==> src/design/bpsc_pkg.sv <==
// Shared types, codes and the base decode function of the substitution counter.
package bpsc_pkg;

  localparam int COUNT_WIDTH_DEFAULT = 32;
  localparam int OUT_WIDTH           = 32;

  typedef logic [1:0] opcode_t;
  localparam opcode_t OP_COLUMN = 2'd0;
  localparam opcode_t OP_READ   = 2'd1;
  localparam opcode_t OP_CLEAR  = 2'd2;

  typedef enum logic [1:0] {
    CLASS_NONE,
    CLASS_MATCH,
    CLASS_TRANSITION,
    CLASS_TRANSVERSION
  } class_t;

  localparam logic [7:0] CHAR_A      = 8'h41;
  localparam logic [7:0] CHAR_C      = 8'h43;
  localparam logic [7:0] CHAR_G      = 8'h47;
  localparam logic [7:0] CHAR_T      = 8'h54;
  localparam logic [7:0] CHAR_LOW_A  = 8'h61;
  localparam logic [7:0] CHAR_LOW_Z  = 8'h7A;
  localparam logic [7:0] CASE_OFFSET = 8'h20;

  localparam logic [2:0] CODE_A       = 3'd0;
  localparam logic [2:0] CODE_C       = 3'd1;
  localparam logic [2:0] CODE_G       = 3'd2;
  localparam logic [2:0] CODE_T       = 3'd3;
  localparam logic [2:0] CODE_INVALID = 3'd4;

  typedef struct packed {
    logic       valid;
    class_t     cls;
    logic [3:0] idx;
  } col_info_t;

  typedef struct packed {
    class_t                 cls;
    logic [OUT_WIDTH-1:0]   match_total;
    logic [OUT_WIDTH-1:0]   mismatch_total;
    logic [OUT_WIDTH-1:0]   transition_total;
    logic [OUT_WIDTH-1:0]   transversion_total;
    logic [OUT_WIDTH-1:0]   bin_value;
  } result_t;

  function automatic logic [2:0] base_code(input logic [7:0] ch);
    logic [7:0] up;
    begin
      up = (ch >= CHAR_LOW_A && ch <= CHAR_LOW_Z) ? ch - CASE_OFFSET : ch;
      case (up)
        CHAR_A:  return CODE_A;
        CHAR_C:  return CODE_C;
        CHAR_G:  return CODE_G;
        CHAR_T:  return CODE_T;
        default: return CODE_INVALID;
      endcase
    end
  endfunction

endpackage

==> src/design/bpsc_column_decode.sv <==
// Column decoder: folds case, checks both bases and classes the pair.
module bpsc_column_decode (
  input  bpsc_pkg::opcode_t   opcode,
  input  logic [7:0]          base_a,
  input  logic [7:0]          base_b,
  output bpsc_pkg::col_info_t info
);

  logic [2:0] code_a;
  logic [2:0] code_b;

  assign code_a = bpsc_pkg::base_code(base_a);
  assign code_b = bpsc_pkg::base_code(base_b);

  always_comb begin
    info.valid = (opcode == bpsc_pkg::OP_COLUMN) && !code_a[2] && !code_b[2];
    info.idx   = {code_a[1:0], code_b[1:0]};
    if (!info.valid) begin
      info.cls = bpsc_pkg::CLASS_NONE;
    end else if (code_a == code_b) begin
      info.cls = bpsc_pkg::CLASS_MATCH;
    end else if ((code_a[1:0] ^ code_b[1:0]) == 2'b10) begin
      info.cls = bpsc_pkg::CLASS_TRANSITION;
    end else begin
      info.cls = bpsc_pkg::CLASS_TRANSVERSION;
    end
  end

endmodule

==> src/design/bpsc_count_bank.sv <==
// Counter bank: the four saturating totals and the 16-bin pair histogram.
module bpsc_count_bank #(
  parameter int COUNT_WIDTH = bpsc_pkg::COUNT_WIDTH_DEFAULT
) (
  input  logic                clk,
  input  logic                rst,
  input  logic                advance,
  input  bpsc_pkg::opcode_t   opcode,
  input  bpsc_pkg::col_info_t info,
  input  logic [3:0]          bin_index,
  output bpsc_pkg::result_t   result
);

  localparam int BINS = 16;

  logic [COUNT_WIDTH-1:0] match_sum;
  logic [COUNT_WIDTH-1:0] mismatch_sum;
  logic [COUNT_WIDTH-1:0] transition_sum;
  logic [COUNT_WIDTH-1:0] transversion_sum;
  logic [COUNT_WIDTH-1:0] hist [BINS];

  logic [COUNT_WIDTH-1:0] match_sum_next;
  logic [COUNT_WIDTH-1:0] mismatch_sum_next;
  logic [COUNT_WIDTH-1:0] transition_sum_next;
  logic [COUNT_WIDTH-1:0] transversion_sum_next;
  logic [COUNT_WIDTH-1:0] hist_next [BINS];
  logic [COUNT_WIDTH-1:0] bin_inc;
  logic [COUNT_WIDTH-1:0] bin_out;

  function automatic logic [COUNT_WIDTH-1:0] sat_inc(input logic [COUNT_WIDTH-1:0] v);
    return (&v) ? v : v + COUNT_WIDTH'(1);
  endfunction

  function automatic logic [bpsc_pkg::OUT_WIDTH-1:0] low_word(
    input logic [COUNT_WIDTH-1:0] v
  );
    logic [63:0] ext;
    begin
      ext = 64'(v);
      return ext[bpsc_pkg::OUT_WIDTH-1:0];
    end
  endfunction

  assign bin_inc = sat_inc(hist[info.idx]);

  always_comb begin
    match_sum_next        = match_sum;
    mismatch_sum_next     = mismatch_sum;
    transition_sum_next   = transition_sum;
    transversion_sum_next = transversion_sum;
    for (int i = 0; i < BINS; i++) begin
      hist_next[i] = hist[i];
    end
    bin_out = '0;
    case (opcode)
      bpsc_pkg::OP_COLUMN: begin
        if (info.valid) begin
          case (info.cls)
            bpsc_pkg::CLASS_MATCH: begin
              match_sum_next = sat_inc(match_sum);
            end
            bpsc_pkg::CLASS_TRANSITION: begin
              transition_sum_next = sat_inc(transition_sum);
              mismatch_sum_next   = sat_inc(mismatch_sum);
            end
            bpsc_pkg::CLASS_TRANSVERSION: begin
              transversion_sum_next = sat_inc(transversion_sum);
              mismatch_sum_next     = sat_inc(mismatch_sum);
            end
            default: begin
            end
          endcase
          hist_next[info.idx] = bin_inc;
          bin_out             = bin_inc;
        end
      end
      bpsc_pkg::OP_READ: begin
        bin_out = hist[bin_index];
      end
      bpsc_pkg::OP_CLEAR: begin
        match_sum_next        = '0;
        mismatch_sum_next     = '0;
        transition_sum_next   = '0;
        transversion_sum_next = '0;
        for (int i = 0; i < BINS; i++) begin
          hist_next[i] = '0;
        end
      end
      default: begin
      end
    endcase
  end

  always_ff @(posedge clk) begin
    if (rst) begin
      match_sum        <= '0;
      mismatch_sum     <= '0;
      transition_sum   <= '0;
      transversion_sum <= '0;
      for (int i = 0; i < BINS; i++) begin
        hist[i] <= '0;
      end
    end else if (advance) begin
      match_sum        <= match_sum_next;
      mismatch_sum     <= mismatch_sum_next;
      transition_sum   <= transition_sum_next;
      transversion_sum <= transversion_sum_next;
      for (int i = 0; i < BINS; i++) begin
        hist[i] <= hist_next[i];
      end
    end
  end

  always_comb begin
    result.cls                = info.cls;
    result.match_total        = low_word(match_sum_next);
    result.mismatch_total     = low_word(mismatch_sum_next);
    result.transition_total   = low_word(transition_sum_next);
    result.transversion_total = low_word(transversion_sum_next);
    result.bin_value          = low_word(bin_out);
  end

endmodule

==> src/design/base_pair_substitution_counter_unit.sv <==
// Top level of the substitution counter: input register, counter bank, result register.
// Each beat on the input stream is one aligned column, a histogram read or a clear, and
// gives exactly one result beat. A beat passes an input register, decode and counter update,
// and a result register; it leaves the input register once the result register is free or
// being read, and one beat can be taken every cycle while m_tready is held high, since the counter
// registers are read, modified and written as a beat advances. Results report the low 32
// bits of COUNT_WIDTH-bit saturating counters, and all counts are zero after reset.
module base_pair_substitution_counter_unit #(
  parameter int COUNT_WIDTH = bpsc_pkg::COUNT_WIDTH_DEFAULT
) (
  input  logic         clk,
  input  logic         rst,
  input  logic         s_tvalid,
  output logic         s_tready,
  input  logic [23:0]  s_tdata,   // base_a[7:0], base_b[15:8], bin_index[19:16], zero pad
  input  logic [1:0]   s_tuser,   // opcode[1:0]
  output logic         m_tvalid,
  input  logic         m_tready,
  output logic [159:0] m_tdata,   // match, mismatch, transition, transversion, bin_value
  output logic [1:0]   m_tuser    // column_class[1:0]
);

  logic                in_valid;
  bpsc_pkg::opcode_t   in_opcode;
  logic [7:0]          in_base_a;
  logic [7:0]          in_base_b;
  logic [3:0]          in_bin_index;
  logic                out_valid;
  bpsc_pkg::result_t   out_result;
  logic                advance;
  bpsc_pkg::col_info_t info;
  bpsc_pkg::result_t   result;

  assign advance  = in_valid && (!out_valid || m_tready);
  assign s_tready = !in_valid || advance;

  always_ff @(posedge clk) begin
    if (rst) begin
      in_valid <= 1'b0;
    end else if (s_tready) begin
      in_valid <= s_tvalid;
    end
  end

  always_ff @(posedge clk) begin
    if (s_tvalid && s_tready) begin
      in_opcode    <= s_tuser;
      in_base_a    <= s_tdata[7:0];
      in_base_b    <= s_tdata[15:8];
      in_bin_index <= s_tdata[19:16];
    end
  end

  bpsc_column_decode u_decode (
    .opcode (in_opcode),
    .base_a (in_base_a),
    .base_b (in_base_b),
    .info   (info)
  );

  bpsc_count_bank #(
    .COUNT_WIDTH (COUNT_WIDTH)
  ) u_bank (
    .clk       (clk),
    .rst       (rst),
    .advance   (advance),
    .opcode    (in_opcode),
    .info      (info),
    .bin_index (in_bin_index),
    .result    (result)
  );

  always_ff @(posedge clk) begin
    if (rst) begin
      out_valid <= 1'b0;
    end else if (advance) begin
      out_valid <= 1'b1;
    end else if (m_tready) begin
      out_valid <= 1'b0;
    end
  end

  always_ff @(posedge clk) begin
    if (advance) begin
      out_result <= result;
    end
  end

  assign m_tvalid = out_valid;
  assign m_tuser  = out_result.cls;
  assign m_tdata  = {out_result.bin_value, out_result.transversion_total,
                     out_result.transition_total, out_result.mismatch_total,
                     out_result.match_total};

  a_ready_when_empty: assert property (@(posedge clk) disable iff (rst)
    !in_valid |-> s_tready)
    else $error("Input stage is empty but the input is not ready.");

  a_clear_zeroes: assert property (@(posedge clk) disable iff (rst)
    advance && in_opcode == bpsc_pkg::OP_CLEAR |=> m_tvalid && m_tdata == '0)
    else $error("A clear beat did not report zero counts.");

  a_class_only_for_columns: assert property (@(posedge clk) disable iff (rst)
    advance && in_opcode != bpsc_pkg::OP_COLUMN |=> m_tuser == bpsc_pkg::CLASS_NONE)
    else $error("A non-column beat reported a column class.");

endmodule
==> config.mk <==
export PLATFORM = sky130hd
export DESIGN_NAME = base_pair_substitution_counter_unit
export DESIGN_NICKNAME = d
export VERILOG_FILES = /design/src/design/bpsc_pkg.sv /design/src/design/bpsc_column_decode.sv /design/src/design/bpsc_count_bank.sv /design/src/design/base_pair_substitution_counter_unit.sv
export SDC_FILE = /design/constraint.sdc
export NUM_CORES = 2
export LEC_CHECK = 0
export BUFFER_PORTS_ARGS = -buffer_cell sky130_fd_sc_hd__buf_2
export CELL_PAD_IN_SITES_DETAIL_PLACEMENT = 1
export CELL_PAD_IN_SITES_GLOBAL_PLACEMENT = 1
export CORE_AREA = 2 2 353 355
export CTS_BUF_LIST = sky130_fd_sc_hd__clkbuf_8
export CTS_CLUSTER_DIAMETER = 40
export CTS_CLUSTER_SIZE = 8
export DETAILED_ROUTE_END_ITERATION = 10
export DIE_AREA = 0 0 355 357
export HOLD_SLACK_MARGIN = 0.12
export PLACE_DENSITY_LB_ADDON = 0.1
export SLEW_MARGIN = 30
export SYNTH_ARGS = -nofsm -noshare
export SYNTH_HDL_FRONTEND = slang
export SYNTH_SLANG_ARGS = --single-unit
==> constraint.sdc <==
create_clock -name clk -period 22.6 [get_ports clk]
set_input_delay 4.52 -clock clk [delete_from_list [all_inputs] [get_ports clk]]
set_output_delay 4.52 -clock clk [all_outputs]
set_load 0.03 [all_outputs]
# Word-level counts from Yosys, hierarchy flattened
# Memory sizes are Yosys's and may differ from the RTL's. A register that Yosys moved wholly into a read port is not among the register bits.
# Cells that the tools add are included.
[word_totals]
regBits = 314
mem_bits_rw = 512
mem_count = 1
[mem_list]
columns = ["memory", "depth", "word_bits", "rd", "rd_ports_with_merged_regs", "wr", "line", "text"]
rows = [
  ["u_bank.hist", 16, 32, 18, 1, 16, "bpsc_count_bank.sv:20", "logic [COUNT_WIDTH-1:0] hist [BINS];"],
]
[classes]
addsub = 7
magnitude_cmp = 6
eq_ne = 15
mux = 55
bitwise_logic = 18
reduce_logical = 21
[ops]
columns = ["operator", "n"]
rows = [
  ["$pmux W512 S2", 1],
  ["$mux W32", 31],
  ["$bwmux W512", 1],
  ["$mux W512", 1],
  ["$pmux W32 S2", 5],
  ["$add A32 B1 Y32 const B", 5],
  ["$reduce_and A32 Y1", 5],
  ["$demux W32 S4", 1],
  ["$eq A8 B7 Y1 const B", 8],
  ["$pmux W3 S4", 2],
  ["$ge A8 B7 Y1 const B", 2],
  ["$le A8 B7 Y1 const B", 2],
  ["$mux W8", 2],
  ["$or A1 B1 Y1", 16],
  ["$sub A8 B6 Y8 const B", 2],
  ["$eq A2 B2 Y1 const B", 4],
  ["$mux W1", 8],
  ["$logic_and A1 B1 Y1", 7],
  ["$ge A5 B5 Y1 const B", 1],
  ["$lt A5 B1 Y1 const B", 1],
  ["$not A4 Y5", 1],
  ["$eq A2 B1 Y1 const B", 2],
  ["$logic_not A1 Y1", 4],
  ["$mux W2", 2],
  ["other kinds (7)", 8],
]

# Depth between registers and ports, before layout
[logic_depth]
word_depth = 15
depth_mapped = 21

# Cells and area by module
# From an unflattened synthesis, not the netlist that was laid out.
[unflattened]
cells_unflattened = 3997
hier_area_um2 = 45127.0
[modules_own_cells]
columns = ["module", "instances", "cells_per_inst", "area_per_inst_um2"]
rows = [
  ["bpsc_count_bank", 1, 3756, 39196.3],
  ["base_pair_substitution_counter_unit", 1, 194, 5629.1],
  ["bpsc_column_decode", 1, 47, 301.5],
]

# Worst setup path before layout
# No wires, ideal clock.
[synth_path]
path_kind = "input to register"
from = "in m_tready"
to = "mem u_bank.hist[0][0] in the netlist's numbering (enable)"
setup_ns = 1.109
arrival_ns = 20.591
path_slack_ns = 0.900
stages = 7
cell_sequence = "nor2b_1 -> nand2b_1 -> inv_1 -> nor2_1 -> clkbuf_1 -> clkbuf_1 -> a21oi_1"
[synth_lines]
columns = ["element", "line", "text"]
rows = [
  ["start: declaration", "base_pair_substitution_counter_unit.sv:18", "input logic m_tready,"],
  ["end: declaration", "bpsc_count_bank.sv:20", ""],
]

# Final worst setup path
[layout_path]
from = "in m_tready"
to = "out s_tready"
[layout_via]
elab_chain_len = 3
[layout_lines]
columns = ["element", "line", "text"]
rows = [
  ["$logic_or A1 B1 Y1", "base_pair_substitution_counter_unit.sv:34", "assign advance = in_valid && (!out_valid || m_tready);"],
  ["$logic_and A1 B1 Y1", "base_pair_substitution_counter_unit.sv:34", ""],
  ["$logic_or A1 B1 Y1", "base_pair_substitution_counter_unit.sv:35", "assign s_tready = !in_valid || advance;"],
  ["end: declaration", "base_pair_substitution_counter_unit.sv:14", "output logic s_tready,"],
]
# No other way between the ends.

==> out/qor.yml <==
floorplan:
  initial_core_util: 0.368
  core_region_area_sq_um: 123000
  io_pins: 194
  die_w_um: 355
  fp.dieH_um: 357
  core.rowCount: 129
  dieArea_sq_um: 127000
placed_design:
  gp_congestion: 0.913
  place_area_sq_um: 47900
  place_ws_ns: 12.91
  dp.final_hpwl_um: 114000
  port_buffers: 189
  dpl.cell_count: 5889
sta:
  fin_setup_tns_ns: 0
  skew_ns: 0.0499
  setup_viol: 0
  worst_slew_pin_slew_ns: 1.08
  hold_viol: 0
  min_period_over_period: 0.429
  drv_slew: 0
  hold_slack_ns: 0.474
  max_slew_margin: 0.274
  min_period_ns: 9.69
  rsz0062_at_grt: "false"
  layout_setup_ws_ns: 12.91
  max_freq_mhz: 103
status:
  outcome: "complete, no violations"
clock_network:
  numCtsBuffers: 162
  cts.path.max_buffers: 3
  cts_hold_buf: 0
  cts.sinks: 830
  post_cts_resized: 0
  cts_setup_buffers: 0
  insertion_delay_ns: 0.92
  ctsHtreeMaxLevel: 4
  clk_transition_reported_paths_ns: 0.06
  root_buffer: "clkbuf_8"
  cts_tree: "built"
synthesis:
  yosysTopAreaCell: "edfxtp_1"
  syn_inst: 4328
  synth_cell_type_count: 91
  async_flop_share: 0
  synth-compound-area-share: 0.191
  yosysSeqAreaShare: 0.522
  ys.flop_type: "edfxtp_1"
  syn_nets: 4365
  synth-edff-count: 696
  muxShareOfSynthArea: 0.0841
  synth_top_area_frac: 0.462
  yosys-top-cells-area: "edfxtp_1 (46%), mux4_2 (8.0%), o21ai_0 (6.5%), dfxtp_1 (5.9%), a21oi_1 (4.7%)"
  synthXorXnorAreaFrac: 0.0275
  ys_ff_latch: 830
  synth_adder_area_share: 0.00194
  yosys_warnings: 0
  post_synth_and_or_nand_nor_area_fraction: 0.136
  synth_area_per_cell_sq_um: 10.4
  synth.cell_area_sq_um: 45200
  synth_top_family_by_area: "compound AO/OA/AOI/OAI gates"
power:
  p_per_area_nw_per_um2: 76.2
  p_leak_nw: 17.0
  peakVddDrop_v: 0.0000602
  p_total_mw: 3.92
final_layout:
  seqCellArea_sq_um: 23600
  fin_util: 0.419
  multi_input_area_sq_um: 20200
  fillCellCount: 13500
  fin_cells: 6189
  nNetsFinal: 4454
  final_cell_area_sq_um: 51500
  area_delta_synth_final_pct: 13.9
  layout-drive-gt1-share: 0.187
critical_path:
  ff2ff_setup_slack_ns: 15.07
  critical_path_required_ns: 18.08
  end_kind: "primary output"
  path_max_fanout: 4
  arrival_ns: 5.17
  r2r_end: "m_tdata[133]"
  setup.worst_path.class: "in2out"
  startpoint_type: "input pin"
  r2r_cells: 15
  r2r_start: "in_base_b[2]"
hold_path:
  min_path_cells: 1
  hp-class: "reg2reg"
  hp-start: "in_bin_index[0]"
routing:
  ant_nets: 0
  num_vias: 39300
  first_pass_iters: 5
  drtIter0Drc: 4305
  viasPerCell: 6.36
  wl_um: 190000
  drc: 0
  wl_per_cell_um: 30.6
global_route:
  met3_usage: 0.0529
  use_met1: 0.408
  overflow: 0
  first_global_vias: 38900
  grt.total_usage: 0.295
  grt_pass1_wl_um: 277000
  grt_util_met2: 0.453
  top_usage_layer: "met2"
  grt_antenna_before_repair: 6
  grt_max_degree: 191
flow_run:
  maxCapViolations: 0
-- cell usage after synthesis (all sizes together), types with 37 or more instances --
cell type	number
o21ai	590
nand2	314
nand4	56
nand3	126
o22ai	144
dfxtp	134
mux4	160
xor2	55
nor3	66
xnor2	82
and3	40
or3	37
nor2	475
a211oi	72
edfxtp	696
buf	100
clkbuf	293
a21oi	438
o32ai	47
-- power breakdown --
| part | leakage (nW) | switching (mW) | internal [mW] |
|---|---|---|---|
| combinational | 7.23 | 0.281 | 0.140 |
| clock | 1.89 | 0.739 | 0.938 |
| sequential | 7.87 | 0.0685 | 1.75 |
| total | 17.0 | 1.09 | 2.83 |
-- logic make-up after synthesis --
group                    after synthesis
XOR/XNOR                             137
flip-flops                           830
AO/OA/AOI/OAI                       1476
adder cells (fa/ha/maj)                7
multiplexers                         178
buffers and inverters                416
AND/OR/NAND/NOR                     1284
-- final cells by class --
cell class / count / area share
multi-input cells: 3082 / 0.393
inverters: 23 / 0.00182
repair buffers: 318 / 0.0388
clock inverters: 126 / 0.0223
clock buffers: 171 / 0.0457
flip-flops and latches: 830 / 0.458
well taps: 1637 / 0.0398
diodes: 2 / 0.0000972
-- per-layer routing --
layer | up-vias | wire length, um
li1 | 16800 | -
met1 | 20200 | 80300
met2 | 1894 | 85500
met3 | 459 | 15100
met4 | 0 | 8710
met5 | - | 0
-- flip-flops by register name (all words and copies together), names as in the netlist, named ones only --
register and count:
in_bin_index 4, u_bank.hist 512, m_tvalid 1, m_tuser 2
u_bank.transversion_sum 32, u_bank.mismatch_sum 32, u_bank.match_sum 32, in_base_b 8
in_valid 1, in_opcode 2, m_tdata 160, in_base_a 8
u_bank.transition_sum 32
-- worst max-delay path: stages --
cell and delay [ns]:
buf_2 0.10, nor2b_1 0.25, nand2_1 0.11, buf_2 0.19
-- cells in the final DEF, fill, tap and decap left out, types with 17 or more instances in the layout --
cell type | synthesis | routed
o22ai_1 | 144 | 144
clkinv_2 | 0 | 22
and2_1 | 21 | 21
a21oi_1 | 427 | 425
or3_1 | 37 | 37
xor2_1 | 50 | 50
dfxtp_1 | 134 | 130
inv_1 | 23 | 61
o21a_1 | 23 | 23
mux4_2 | 160 | 160
a22oi_1 | 30 | 30
buf_2 | 55 | 188
edfxtp_1 | 696 | 696
xnor2_1 | 81 | 81
o31ai_1 | 19 | 17
a211oi_1 | 70 | 70
nor2_4 | 1 | 19
nand3_1 | 125 | 125
buf_4 | 9 | 122
nand2_1 | 314 | 310
o32ai_1 | 47 | 47
bufinv_16 | 0 | 20
nand4_1 | 56 | 56
nor3_1 | 64 | 62
clkbuf_8 | 0 | 171
and3_1 | 40 | 40
clkinv_1 | 0 | 19
o21ai_0 | 584 | 584
nor2_1 | 474 | 452
and4_1 | 34 | 34
-- worst max-delay path by stage --
| stage | startpoint | endpoint | slack (ns) | depth (start not counted) |
|---|---|---|---|---|
| 2_1_floorplan | m_tready | u_bank.hist[0][0] | 0.90 | 7 |
| 3_3_place_gp | m_tready | s_tready | 12.94 | 4 |
| 3_5_place_dp | m_tready | s_tready | 12.91 | 4 |
| 4_1_cts | m_tready | s_tready | 12.91 | 4 |
| 5_1_grt | m_tready | s_tready | 12.83 | 4 |
| 6_report | m_tready | s_tready | 12.91 | 4 |
No activity file was read; power rests on OpenSTA's default activity.
